File: config.mk
export PLATFORM = sky130hd
export DESIGN_NAME = caf_front
export DESIGN_NICKNAME = d
export VERILOG_FILES = /design/src/hdl/caf_pkg.sv /design/src/hdl/caf_front.sv
export SDC_FILE = /design/constraint.sdc
export NUM_CORES = 1
export LEC_CHECK = 0
export BUFFER_PORTS_ARGS = -buffer_cell sky130_fd_sc_hd__buf_2
export CAP_MARGIN = 40
export CORE_MARGIN = 5
export CORE_UTILIZATION = 47
export DETAILED_ROUTE_END_ITERATION = 8
export PLACE_DENSITY = 0.79
export SETUP_SLACK_MARGIN = 0.2
export SYNTH_ARGS = -nofsm -noshare
export SYNTH_HDL_FRONTEND = slang
export SYNTH_SLANG_ARGS = --single-unit
File: constraint.sdc
create_clock -name clk -period 6 [get_ports clk]
set_input_delay 0.3 -clock clk [delete_from_list [all_inputs] [get_ports clk]]
set_output_delay 0.3 -clock clk [all_outputs]
set_load 0.005 [all_outputs]
File: src/hdl/caf_pkg.sv
`timescale 1ns / 1ps
package caf_pkg;

	localparam int CORDIC_ITERATIONS = 16;
	localparam int ATAN_LEN = 24;
	localparam int CORDIC_W = 36;
	localparam int PROD_W = 58;

	localparam logic signed [15:0] BIAS_RST = 16'sd0;
	localparam logic [23:0] GAIN_RST = 24'd5000;
	localparam logic [16:0] WEIGHT_RST = 17'd64880;
	localparam logic [16:0] WEIGHT_ONE = 17'd65536;
	localparam logic signed [31:0] NINETY_DEG = 32'sd5898240;

	localparam logic [2:0] REG_BIAS_X = 3'd0;
	localparam logic [2:0] REG_BIAS_Y = 3'd1;
	localparam logic [2:0] REG_BIAS_Z = 3'd2;
	localparam logic [2:0] REG_GAIN = 3'd3;
	localparam logic [2:0] REG_WEIGHT = 3'd4;
	localparam logic [2:0] REG_ENABLE = 3'd5;

	typedef struct packed {
		logic en;
		logic signed [15:0] rate_x;
		logic signed [15:0] rate_y;
		logic signed [15:0] rate_z;
		logic signed [15:0] accel_x;
		logic signed [15:0] accel_y;
		logic signed [15:0] accel_z;
	} item_t;

	typedef struct packed {
		logic start;
		logic signed [CORDIC_W-1:0] x;
		logic signed [CORDIC_W-1:0] y;
	} cordic_req_t;

	typedef struct packed {
		logic done;
		logic signed [31:0] z;
	} cordic_rsp_t;

	function automatic logic signed [31:0] atan_q16(input logic [4:0] i);
		logic signed [31:0] r;
		case (i)
			5'd0: r = 32'sd2949120;
			5'd1: r = 32'sd1740967;
			5'd2: r = 32'sd919879;
			5'd3: r = 32'sd466945;
			5'd4: r = 32'sd234379;
			5'd5: r = 32'sd117304;
			5'd6: r = 32'sd58666;
			5'd7: r = 32'sd29335;
			5'd8: r = 32'sd14668;
			5'd9: r = 32'sd7334;
			5'd10: r = 32'sd3667;
			5'd11: r = 32'sd1833;
			5'd12: r = 32'sd917;
			5'd13: r = 32'sd458;
			5'd14: r = 32'sd229;
			5'd15: r = 32'sd115;
			5'd16: r = 32'sd57;
			5'd17: r = 32'sd29;
			5'd18: r = 32'sd14;
			5'd19: r = 32'sd7;
			5'd20: r = 32'sd4;
			5'd21: r = 32'sd2;
			5'd22: r = 32'sd1;
			default: r = 32'sd0;
		endcase
		return r;
	endfunction

	function automatic logic signed [31:0] sat32(input logic signed [PROD_W-1:0] v);
		logic signed [PROD_W-1:0] hi;
		logic signed [PROD_W-1:0] lo;
		hi = 58'sh7FFFFFFF;
		lo = -58'sh80000000;
		if (v > hi)
			return 32'sh7FFFFFFF;
		else if (v < lo)
			return 32'sh80000000;
		return v[31:0];
	endfunction

	function automatic logic signed [15:0] sat16(input logic signed [16:0] v);
		if (v > 17'sd32767)
			return 16'sh7FFF;
		else if (v < -17'sd32768)
			return 16'sh8000;
		return v[15:0];
	endfunction

endpackage

File: src/hdl/caf_front.sv
`timescale 1ns / 1ps
module caf_front (
	input  logic clk,
	input  logic arst_n,
	input  logic in_valid,
	output logic in_stall,
	input  logic signed [15:0] rate_x,
	input  logic signed [15:0] rate_y,
	input  logic signed [15:0] rate_z,
	input  logic signed [15:0] accel_x,
	input  logic signed [15:0] accel_y,
	input  logic signed [15:0] accel_z,
	input  logic signed [15:0] bias_x,
	input  logic signed [15:0] bias_y,
	input  logic signed [15:0] bias_z,
	input  logic enable,
	output logic q_valid,
	output caf_pkg::item_t q_item,
	input  logic q_pop
);

	caf_pkg::item_t fifo_q [2];
	caf_pkg::item_t item;
	logic wr_ptr_q;
	logic rd_ptr_q;
	logic [1:0] count_q;
	logic push;

	// Bias removal and saturation happen here so the back end sees clean rates.
	always_comb begin
		item.en = enable;
		item.rate_x = caf_pkg::sat16($signed({rate_x[15], rate_x}) - $signed({bias_x[15], bias_x}));
		item.rate_y = caf_pkg::sat16($signed({rate_y[15], rate_y}) - $signed({bias_y[15], bias_y}));
		item.rate_z = caf_pkg::sat16($signed({rate_z[15], rate_z}) - $signed({bias_z[15], bias_z}));
		item.accel_x = accel_x;
		item.accel_y = accel_y;
		item.accel_z = accel_z;
	end

	assign in_stall = (count_q == 2'd2);
	assign push = in_valid && !in_stall;
	assign q_valid = (count_q != 2'd0);
	assign q_item = fifo_q[rd_ptr_q];

	always_ff @(posedge clk) begin
		if (push)
			fifo_q[wr_ptr_q] <= item;
	end

	always_ff @(posedge clk or negedge arst_n) begin
		if (!arst_n) begin
			wr_ptr_q <= 1'b0;
			rd_ptr_q <= 1'b0;
			count_q <= 2'd0;
		end else begin
			if (push)
				wr_ptr_q <= !wr_ptr_q;
			if (q_pop)
				rd_ptr_q <= !rd_ptr_q;
			if (push && !q_pop)
				count_q <= count_q + 2'd1;
			else if (!push && q_pop)
				count_q <= count_q - 2'd1;
		end
	end

endmodule

# == Yosys cells after proc, flatten, opt, wreduce, memory -nomap -nowiden ==
# Memories as Yosys holds them, arrays and structs flattened.
# Index checks and enable logic that the tools add are counted.
# classes
n_addsub,5
magnitude_cmp,6
eq_ne,1
muxes,19
n_reduce_logical,10
# ops
cell,n
$mux 16,9
$gt 17x16->1 const B,3
$lt 17x16->1 const B,3
$sub 16x16->17,3
$mux 1,8
$logic_not 1->1,5
$mux 2,2
$reduce_bool 2->1,2
$logic_and 1x1->1,3
$add 2x1->2 const B,1
$eq 2x2->1 const B,1
$sub 2x1->2 const B,1
# totals
register_bits,4
ram_bits,194
inputBits,149
wordCells,45
memories,1
# memory_table
name,depth,width,read_ports,rd_ports_with_merged_regs,write_ports,line,rtl
fifo_q,2,97,1,0,1,caf_front.sv:22,caf_pkg::item_t fifo_q [2];

# == Longest topological paths before layout ==
# Gate-level depths: netlist (run 1).
# logic_depth
word_depth,7
mapped_depth,13
mapped_depth_nobuf,11

# == Worst setup path before layout (run 1) ==
# Ideal clock, no wire load.
# synth_timing
kind,register to register
startpoint,reg count_q[0]
endpoint,mem fifo_q[0][0] (netlist bit) (enable)
t_arrival_ps,4662
path_slack_ps,785
path_stages_with_launch,4
path_buffers,0
path_cell_list,dfrtp_1 nand2b_1 nand2_1 nor2_1
# synth_between
elab_chain_len,5
# synth_rtl
element,line,rtl
from (decl),caf_front.sv:26,logic [1:0] count_q;
from (signal assigned),caf_front.sv:61,count_q <= count_q + 2'd1;
from (signal assigned),caf_front.sv:63,count_q <= count_q - 2'd1;
$eq 2x2->1,caf_front.sv:40,assign in_stall = (count_q == 2'd2);
$logic_not 1->1,caf_front.sv:41,assign push = in_valid && !in_stall;
$logic_and 1x1->1,caf_front.sv:41,
$mux 1,caf_front.sv:46,if (push)
$mux 1 (not written as such),caf_front.sv:47,fifo_q[wr_ptr_q] <= item;
to (decl),caf_front.sv:22,
# No other way between the ends.

==> summary.md, run 1 <==
| Metric | Value |
|---|---|
| Setup Skew | 0.0137 ns |
| Vias in the first global route | 6880 |
| Ys async rst share | 2.02% |
| Worst path cell trace | buf_2 > inv_1 > ha_1 > inv_1 > fa_1 > a21o_1 > a221oi_2 > a21boi_1 > a41oi_2 > o32ai_4 > nor2_1 > o21ai_0 |
| CTS clk-pin slew, worst paths | 0.08 ns |
| DPL Wire Length | 15.6 mm |
| Die Height | 156 um |
| Synth warn | 0 |
| FMAX | 343 MHz |
| Startpoint Class | input pin |
| Hold Path Class | in2reg |
| Final Critical Period | 2.91 ns |
| Per-cell routed wire length | 16.4 um |
| Worst path max stage delay | 0.57 ns |
| GRT Total Usage | 17.1% |
| Clock share of power | 23.8% |
| Global-route wire length before repair | 33.6 mm |
| Slowest CP cell | nor2_1 |
| Min-delay src | accel_y[9] |
| Die width | 156 um |
| Final Non-Filler Cells | 1281 |
| Met1 GRT Util | 20.6% |
| Critical R2R Capture | fifo_q[1][79]$_DFFE_PP_ |
| Layout Utilization | 58.0% |
| Hold buffer count at cts | 1 |
| Synth-to-layout area growth | 21.6% |
| Hold depth | 1 |
| Syn Area/Cell | 13.5 um^2 |
| DR vias/cell | 5.24 |
| Top cells by area, synth | edfxtp_1 (58%), mux2_2 (11%), ha_1 (6.1%) |
| Longest Clk Path Bufs | 2 |
| Busiest grt layer | met2 |
| Antenna cells | 0 |
| Dpl cell area | 11600 um^2 |
| Yosys cell types | 63 |
| Combinational fraction of design power | 32.5% |
| Peak VDD IR | 211 uV |
| Sequential area share after synthesis | 59.0% |
| Die area | 24400 um^2 |
| Syn_nets | 943 |
| Post-synth EDFFs | 194 |
| Worst R2R Path Depth | 3 |
| Row count | 53 |
| Pre-CTS WS | 2.62 ns |
| Max Slew Vio Count | 0 |
| Outcome | finished, final reports clean |
| Grt met3 use | 3.69% |
| Total CTS buffers | 17 |
| Critical Path End Type | flip-flop |
| FF-to-FF Start | count_q[0]$_DFFE_PN0P_ |
| Initial antenna violation count | 0 |
| Setup-failing EPs final | 0 |
| R2R Setup Slk | 3.75 ns |
| Largest net degree at the start of global routing | 60 |
| Leakage | 4.99 nW |
| Worst Path Max Fanout | 11 |
| Final period util | 48.6% |
| Net Sw Frac | 31.5% |
| GPL Wtd Cong | 0.885 |
| Kind of critical path | in2reg |
| Initial DRC count | 315 |
| Hold EP | fifo_q[1][25]$_DFFE_PP_ |
| Routed wire length | 20.9 mm |
| Clk root buf | clkbuf_16 |
| Total iterations of the first detailed-routing run | 5 |
| Clock Sink Count | 198 |
| Sequential share of power | 43.7% |
| Worst Max-Slew Pin Slew | 0.793 ns |
| RSZ-0062 raised after global routing | no |
| Final instance area | 12200 um^2 |
| Number of remaining DRC errors | 0 |
| Final nets | 1194 |
| Worst slew margin | 47.1% |
| CTS tree | done |
| Number of synthesized register bits | 198 |
| Dpl cells | 1248 |
| # fillers | 1732 |
| Clock Latency Late Sink | 0.43 ns |
| Global route overflow | 0 |
| Layout cells sized above 1 | 40.2% |
| Main synth FF type | edfxtp_1 |
| Share of the synthesized area in the top cell type | 58.0% |
| Met2 Usage GRT | 30.2% |
| H-tree depth | 4 |
| PostCTS Resize Cnt | 0 |
| Critical Path RT | 6.14 ns |
| Initial Util | 47.7% |
| Via total after detailed routing | 6707 |
| Area of the core | 21000 um^2 |
| Buffers added on ports | 247 |
| Fin worst setup slack | 3.09 ns |
| Top cell by count, worst path | inv_1 |
| Max-cap viol count | 0 |
| ANT nets after route | 0 |
| Pint | 3.28 mW |
| Setup TNS after final layout | 0 ns |
| Post-Syn Instances | 742 |
| P per Cell Area | 393 nW/um^2 |
| Cell type with the largest total area after synthesis | edfxtp_1 |
| Post-synth design cell area | 10000 um^2 |
| Critical path arrival | 3.06 ns |
| Final Hold Viols | 0 |
| NetSw | 1.51 mW |
| Ports | 248 |
| Postcts setup bufs | 0 |
-- layer usage --
layer / vias to the layer above / wire (um)
li1: 3287 / -
met1: 3188 / 8550
met2: 202 / 10600
met3: 30 / 1300
met4: 0 / 482
met5: - / 0
-- synthesized netlist by cell type, drive strengths merged, types with 9 or more instances --
master,number
maj3,9
clkbuf,12
xnor2,23
ha,49
nor2,28
o211ai,12
inv,61
mux2,98
nand2,30
xor2,21
o21ai,31
edfxtp,194
a21o,10
a21oi,65
-- worst max-delay path by stage --
stage	from	end	cells past startpoint
CTS	rd_ptr_q$_DFFE_PN0P_	q_item[85]	3
detailed placement	rate_z[0]	fifo_q[0][53]$_DFFE_PP_	12
floorplan	count_q[0]$_DFFE_PN0P_	fifo_q[0][0]$_DFFE_PP_	3
global placement	rate_z[0]	fifo_q[0][53]$_DFFE_PP_	12
global route	rate_z[0]	fifo_q[1][53]$_DFFE_PP_	12
finish	rate_z[0]	fifo_q[0][53]$_DFFE_PP_	12
-- logic make-up after synthesis --
family | Yosys count | synth area share (%)
fa+ha+maj | 61 | 7.63
mux | 99 | 11.1
buf+inv | 81 | 3.17
flops | 198 | 59.0
compound gates | 158 | 10.1
simple gates | 101 | 4.96
xor+xnor | 44 | 3.91
-- cell usage in the layout (no fill, tap or decap), types with 3 or more instances in the layout --
cell type    n
fa_1         3
inv_12       3
inv_8        3
nand3_1      7
clkinv_4     3
or2_2        4
o21ai_1      5
xnor2_1     22
clkbuf_16   17
nand2_1     30
nor2_1      26
ha_1        49
mux2_2      97
a21o_1      10
o211ai_1    12
dfrtp_1      3
a211oi_1     3
o22ai_1      4
xor2_1      21
a21oi_1     64
a31o_2       3
o21ai_0     24
buf_2      247
a22o_1       3
clkinv_8     4
maj3_1       7
edfxtp_1   194
and3_1       5
nor2b_1      7
inv_1       61
buf_4        4
o21a_1       4
nand2b_1     5
-- sequential cells by signal (all words and copies together), names as in the netlist --
register,count
fifo_q,194
rd_ptr_q,1
wr_ptr_q,1
count_q,2
-- critical path: cells and delay by family --
kind | cells | cell delay (ns)
buffers and inverters | 3 | 0.19
and+or+nand+nor | 1 | 0.57
AOI/OAI and AO/OA | 6 | 1.44
adders and majority gates | 2 | 0.56
-- power groups by stage --
stage	Sequential (mW)	Clock, mW	Combinational [mW]
after floorplan	2.08	0	1.02
after global placement	2.11	0	1.56
after CTS	2.10	1.17	1.59
after detailed placement	2.13	0	1.58
final	2.09	1.14	1.56
after global routing	2.13	1.23	1.71
-- metrics by stage --
stage | hold slack, ns | power (mW)
CTS | 0.0301 | 4.86
detailed placement | 0.113 | 3.71
floorplan | 0.00441 | 3.10
global placement | 0.110 | 3.68
finish | 0.0568 | 4.79
global route | 0.0271 | 5.07
-- area by class of cell --
cell class                      count  area [um^2]  share of cell area [%]
Multi-Input combinational cell    463         3800                    31.2
Clock buffer                       17          425                    3.49
Inverter                           61          229                    1.88
Tap cell                          275          344                    2.82
Sequential cell                   198         5930                    48.6
Timing Repair Buffer              252         1280                    10.5
Clock inverter                     15          191                    1.57
Note: power is estimated with default switching activity, not from simulation.
==> run 2, diff against run 1 <==
--- a/config.mk
+++ b/config.mk
@@ -10,7 +10,7 @@
 export CORE_MARGIN = 5
 export CORE_UTILIZATION = 47
 export DETAILED_ROUTE_END_ITERATION = 8
-export PLACE_DENSITY = 0.79
+export PLACE_DENSITY = 0.82
 export SETUP_SLACK_MARGIN = 0.2
 export SYNTH_ARGS = -nofsm -noshare
 export SYNTH_HDL_FRONTEND = slang
==> constraint.sdc (replaced) <==
create_clock -name clk -period 2.5 [get_ports clk]
set_input_delay 0.125 -clock clk [delete_from_list [all_inputs] [get_ports clk]]
set_output_delay 0.125 -clock clk [all_outputs]
set_load 0.005 [all_outputs]
==> run 2 against run 1 <==
- die area stayed put
- register-to-register slack worse by 2.9 ns
- worst hold slack worse by 0.027 ns
- global-route usage is 1.9 points higher
- sequential power is 140% higher
- cell count is 6.6% higher
- flip-flop and latch count stayed put
- highest routed layer unchanged
==> summary.md, run 2 (synthesized netlist as in run 1, its figures left out) <==
| Metric | Value |
|---|---|
| Outcome | finished, final reports clean |
| Via total after detailed routing | 7183 (+7.1%) |
| ANT nets after route | 0 (unchanged) |
| CTS tree | done |
| Critical Path End Type | flip-flop |
| Row count | 53 (unchanged) |
| Initial antenna violation count | 0 (unchanged) |
| Most frequent cells in the layout | buf_2 (247), edfxtp_1 (194), mux2_2 (97) |
| Net Sw Frac | 31.8% (+0.30 points) |
| GPL Wtd Cong | 0.923 (+4.3%) |
| Min-delay src | in_valid |
| DPL Wire Length | 17.1 mm (+9.6%) |
| Sequential share of power | 41.5% (-2.2 points) |
| Hold Path Class | in2reg |
| Clk root buf | clkbuf_16 |
| Max Slew Vio Count | 0 (unchanged) |
| GRT Total Usage | 19.0% (+1.9 points) |
| Final nets | 1278 (+7.0%) |
| Initial DRC count | 339 (+7.6%) |
| Worst Max-Slew Pin Slew | 0.637 ns (-0.156 ns) |
| CTS clk-pin slew, worst paths | 0.07 ns (about the same) |
| Total CTS buffers | 17 (unchanged) |
| Worst setup path start | rate_y[0] |
| Max-cap viol count | 0 (unchanged) |
| Die area | 24400 um^2 (unchanged) |
| Pint | 8.25 mW (+150%) |
| Buffers added on ports | 247 (unchanged) |
| Die width | 156 um (unchanged) |
| Final Hold Viols | 0 (unchanged) |
| Critical path arrival | 2.40 ns (-0.66 ns) |
| RSZ-0062 raised after global routing | no |
| NetSw | 3.84 mW (+150%) |
| Setup TNS after final layout | 0 ns (unchanged) |
| Largest register FFs | 194 (unchanged) |
| Area of the core | 21000 um^2 (unchanged) |
| Largest net degree at the start of global routing | 55 (-8.3%) |
| Crit path buf inv count | 3 (unchanged) |
| Worst path max stage delay | 0.41 ns (-0.16 ns) |
| Routed wire length | 23.8 mm (+14%) |
| Startpoint Class | input pin |
| Worst Path Max Fanout | 9 (-2) |
| Kind of critical path | in2reg |
| Global-route wire length before repair | 36.8 mm (+9.3%) |
| FMAX | 446 MHz |
| Slowest CP cell | a41o_1 |
| Hold slack | 0.0299 ns (-0.0269 ns) |
| Ports | 248 (unchanged) |
| Worst slew margin | 57.4% (+10 points) |
| Postcts setup bufs | 0 (unchanged) |
| Initial Util | 47.7% (unchanged) |
| H-tree depth | 4 (unchanged) |
| # fillers | 1533 (-11%) |
| DR vias/cell | 5.26 (+0.43%) |
| Total iterations of the first detailed-routing run | 5 (unchanged) |
| Setup-failing EPs final | 0 (unchanged) |
| FF-to-FF Start | count_q[0]$_DFFE_PN0P_ |
| Clock Latency Late Sink | 0.43 ns (about the same) |
| Vias in the first global route | 7338 (+6.7%) |
| Largest Register | fifo_q |
| Layout Utilization | 62.9% (+4.9 points) |
| Commonest non-fill, non-tap cell in the layout | buf_2 |
| Clock share of power | 23.5% (-0.3 points) |
| Fin worst setup slack | 0.260 ns (-2.83 ns) |
| Leakage | 5.41 nW (+8.6%) |
| Setup Skew | 0.0125 ns (-0.00120 ns) |
| Per-cell routed wire length | 17.4 um (+6.6%) |
| Final period util | 89.6% |
| Final Critical Period | 2.24 ns |
| P per Cell Area | 914 nW/um^2 (+130%) |
| Layout cells sized above 1 | 42.7% (+2.5 points) |
| Die Height | 156 um (unchanged) |
| Synth-to-layout area growth | 31.8% |
| Clock Sink Count | 198 (unchanged) |
| Global route overflow | 0 (unchanged) |
| Dpl cells | 1281 (+2.6%) |
| Peak VDD IR | 455 uV (+120%) |
| Combinational fraction of design power | 35.0% (+2.5 points) |
| Family with the most delay on the worst path | compound AO/OA/AOI/OAI gates |
| Final Non-Filler Cells | 1366 (+6.6%) |
| Longest Clk Path Bufs | 2 (unchanged) |
| Top flop regs | fifo_q (194), count_q (2) |
| Worst path cell trace | buf_2 > inv_12 > ha_4 > inv_2 > fa_2 > a21o_1 > a221o_1 > nand3_1 > o211ai_1 > a41o_1 > nor2_2 > a21oi_1 |
| Number of remaining DRC errors | 0 (unchanged) |
| Critical Path RT | 2.66 ns (-3.48 ns) |
| Pre-CTS WS | -0.121 ns (-2.74 ns) |
## run 2: cell count changes in the layout (fill, tap and decap cells not counted), sizes merged
cell / before / now
nor2: 28 / 29
clkinvlp: 0 / 1
dlygate4sd3: 1 / 51
inv: 69 / 66
clkinv: 7 / 8
bufinv: 0 / 1
buf: 251 / 284
diode: 0 / 1
## run 2: per-layer routing
metal  vias up  GRT usage, %  wire length, um
li1       3455             -                -
met4         0          8.47              794
met2       259          33.3            12200
met1      3415          22.4             9260
met3        54          4.19             1560
met5         -             0                0
## run 2: final cells by class
type	instances	area, um^2	area share, %
diodes	1	2.50	0.0189
clock buffers	17	425	3.22
clock inverters	15	223	1.68
inverters	61	254	1.92
multi-input cells	464	3950	29.9
flip-flops and latches	198	5930	44.8
well taps	275	344	2.60
repair buffers	335	2100	15.9
## run 2: final timing paths
path | end | slack [ns] | depth (start not counted)
min reg2reg | count_q[1]$_DFFE_PN0P_ | 0.55 | 1
max in group asynchronous | rd_ptr_q$_DFFE_PN0P_ | 2.31 | 2
min | wr_ptr_q$_DFFE_PN0P_ | 0.03 | 3
min in group asynchronous | rd_ptr_q$_DFFE_PN0P_ | 0.05 | 2
max reg2reg | fifo_q[1][2]$_DFFE_PP_ | 0.83 | 3
max | fifo_q[1][76]$_DFFE_PP_ | 0.26 | 12
## run 2: power groups by stage
stage / clock network, mW / logic (mW) / registers (mW)
after detailed placement: 0 / 4.15 / 5.08
after global placement: 0 / 4.09 / 5.02
after global routing: 3.06 / 4.58 / 5.08
final: 2.85 / 4.23 / 5.01
after floorplan: 0 / 2.54 / 4.93
after CTS: 2.92 / 4.25 / 5.02
## run 2: worst reg2reg max path: cells and delay by family (launching register included)
family        cells  cell delay [ns]
buf+inv           1             0.33
simple gates      2             0.61
flops             1             0.43
## run 2: stage by stage
step           area [um^2]  total power [mW]
6_report             13200              12.1
5_1_grt              13200              12.7
3_5_place_dp         12100              9.23
4_1_cts              13200              12.2
3_3_place_gp         12100              9.11
2_1_floorplan        10200              7.47
## run 2: what timing repair did
item                                    4_1_cts  5_1_grt
endpoints found under the setup margin        0       18
hold endpoints to repair                    103        0
hold buffers                                 51        0
resized for setup                             0        1
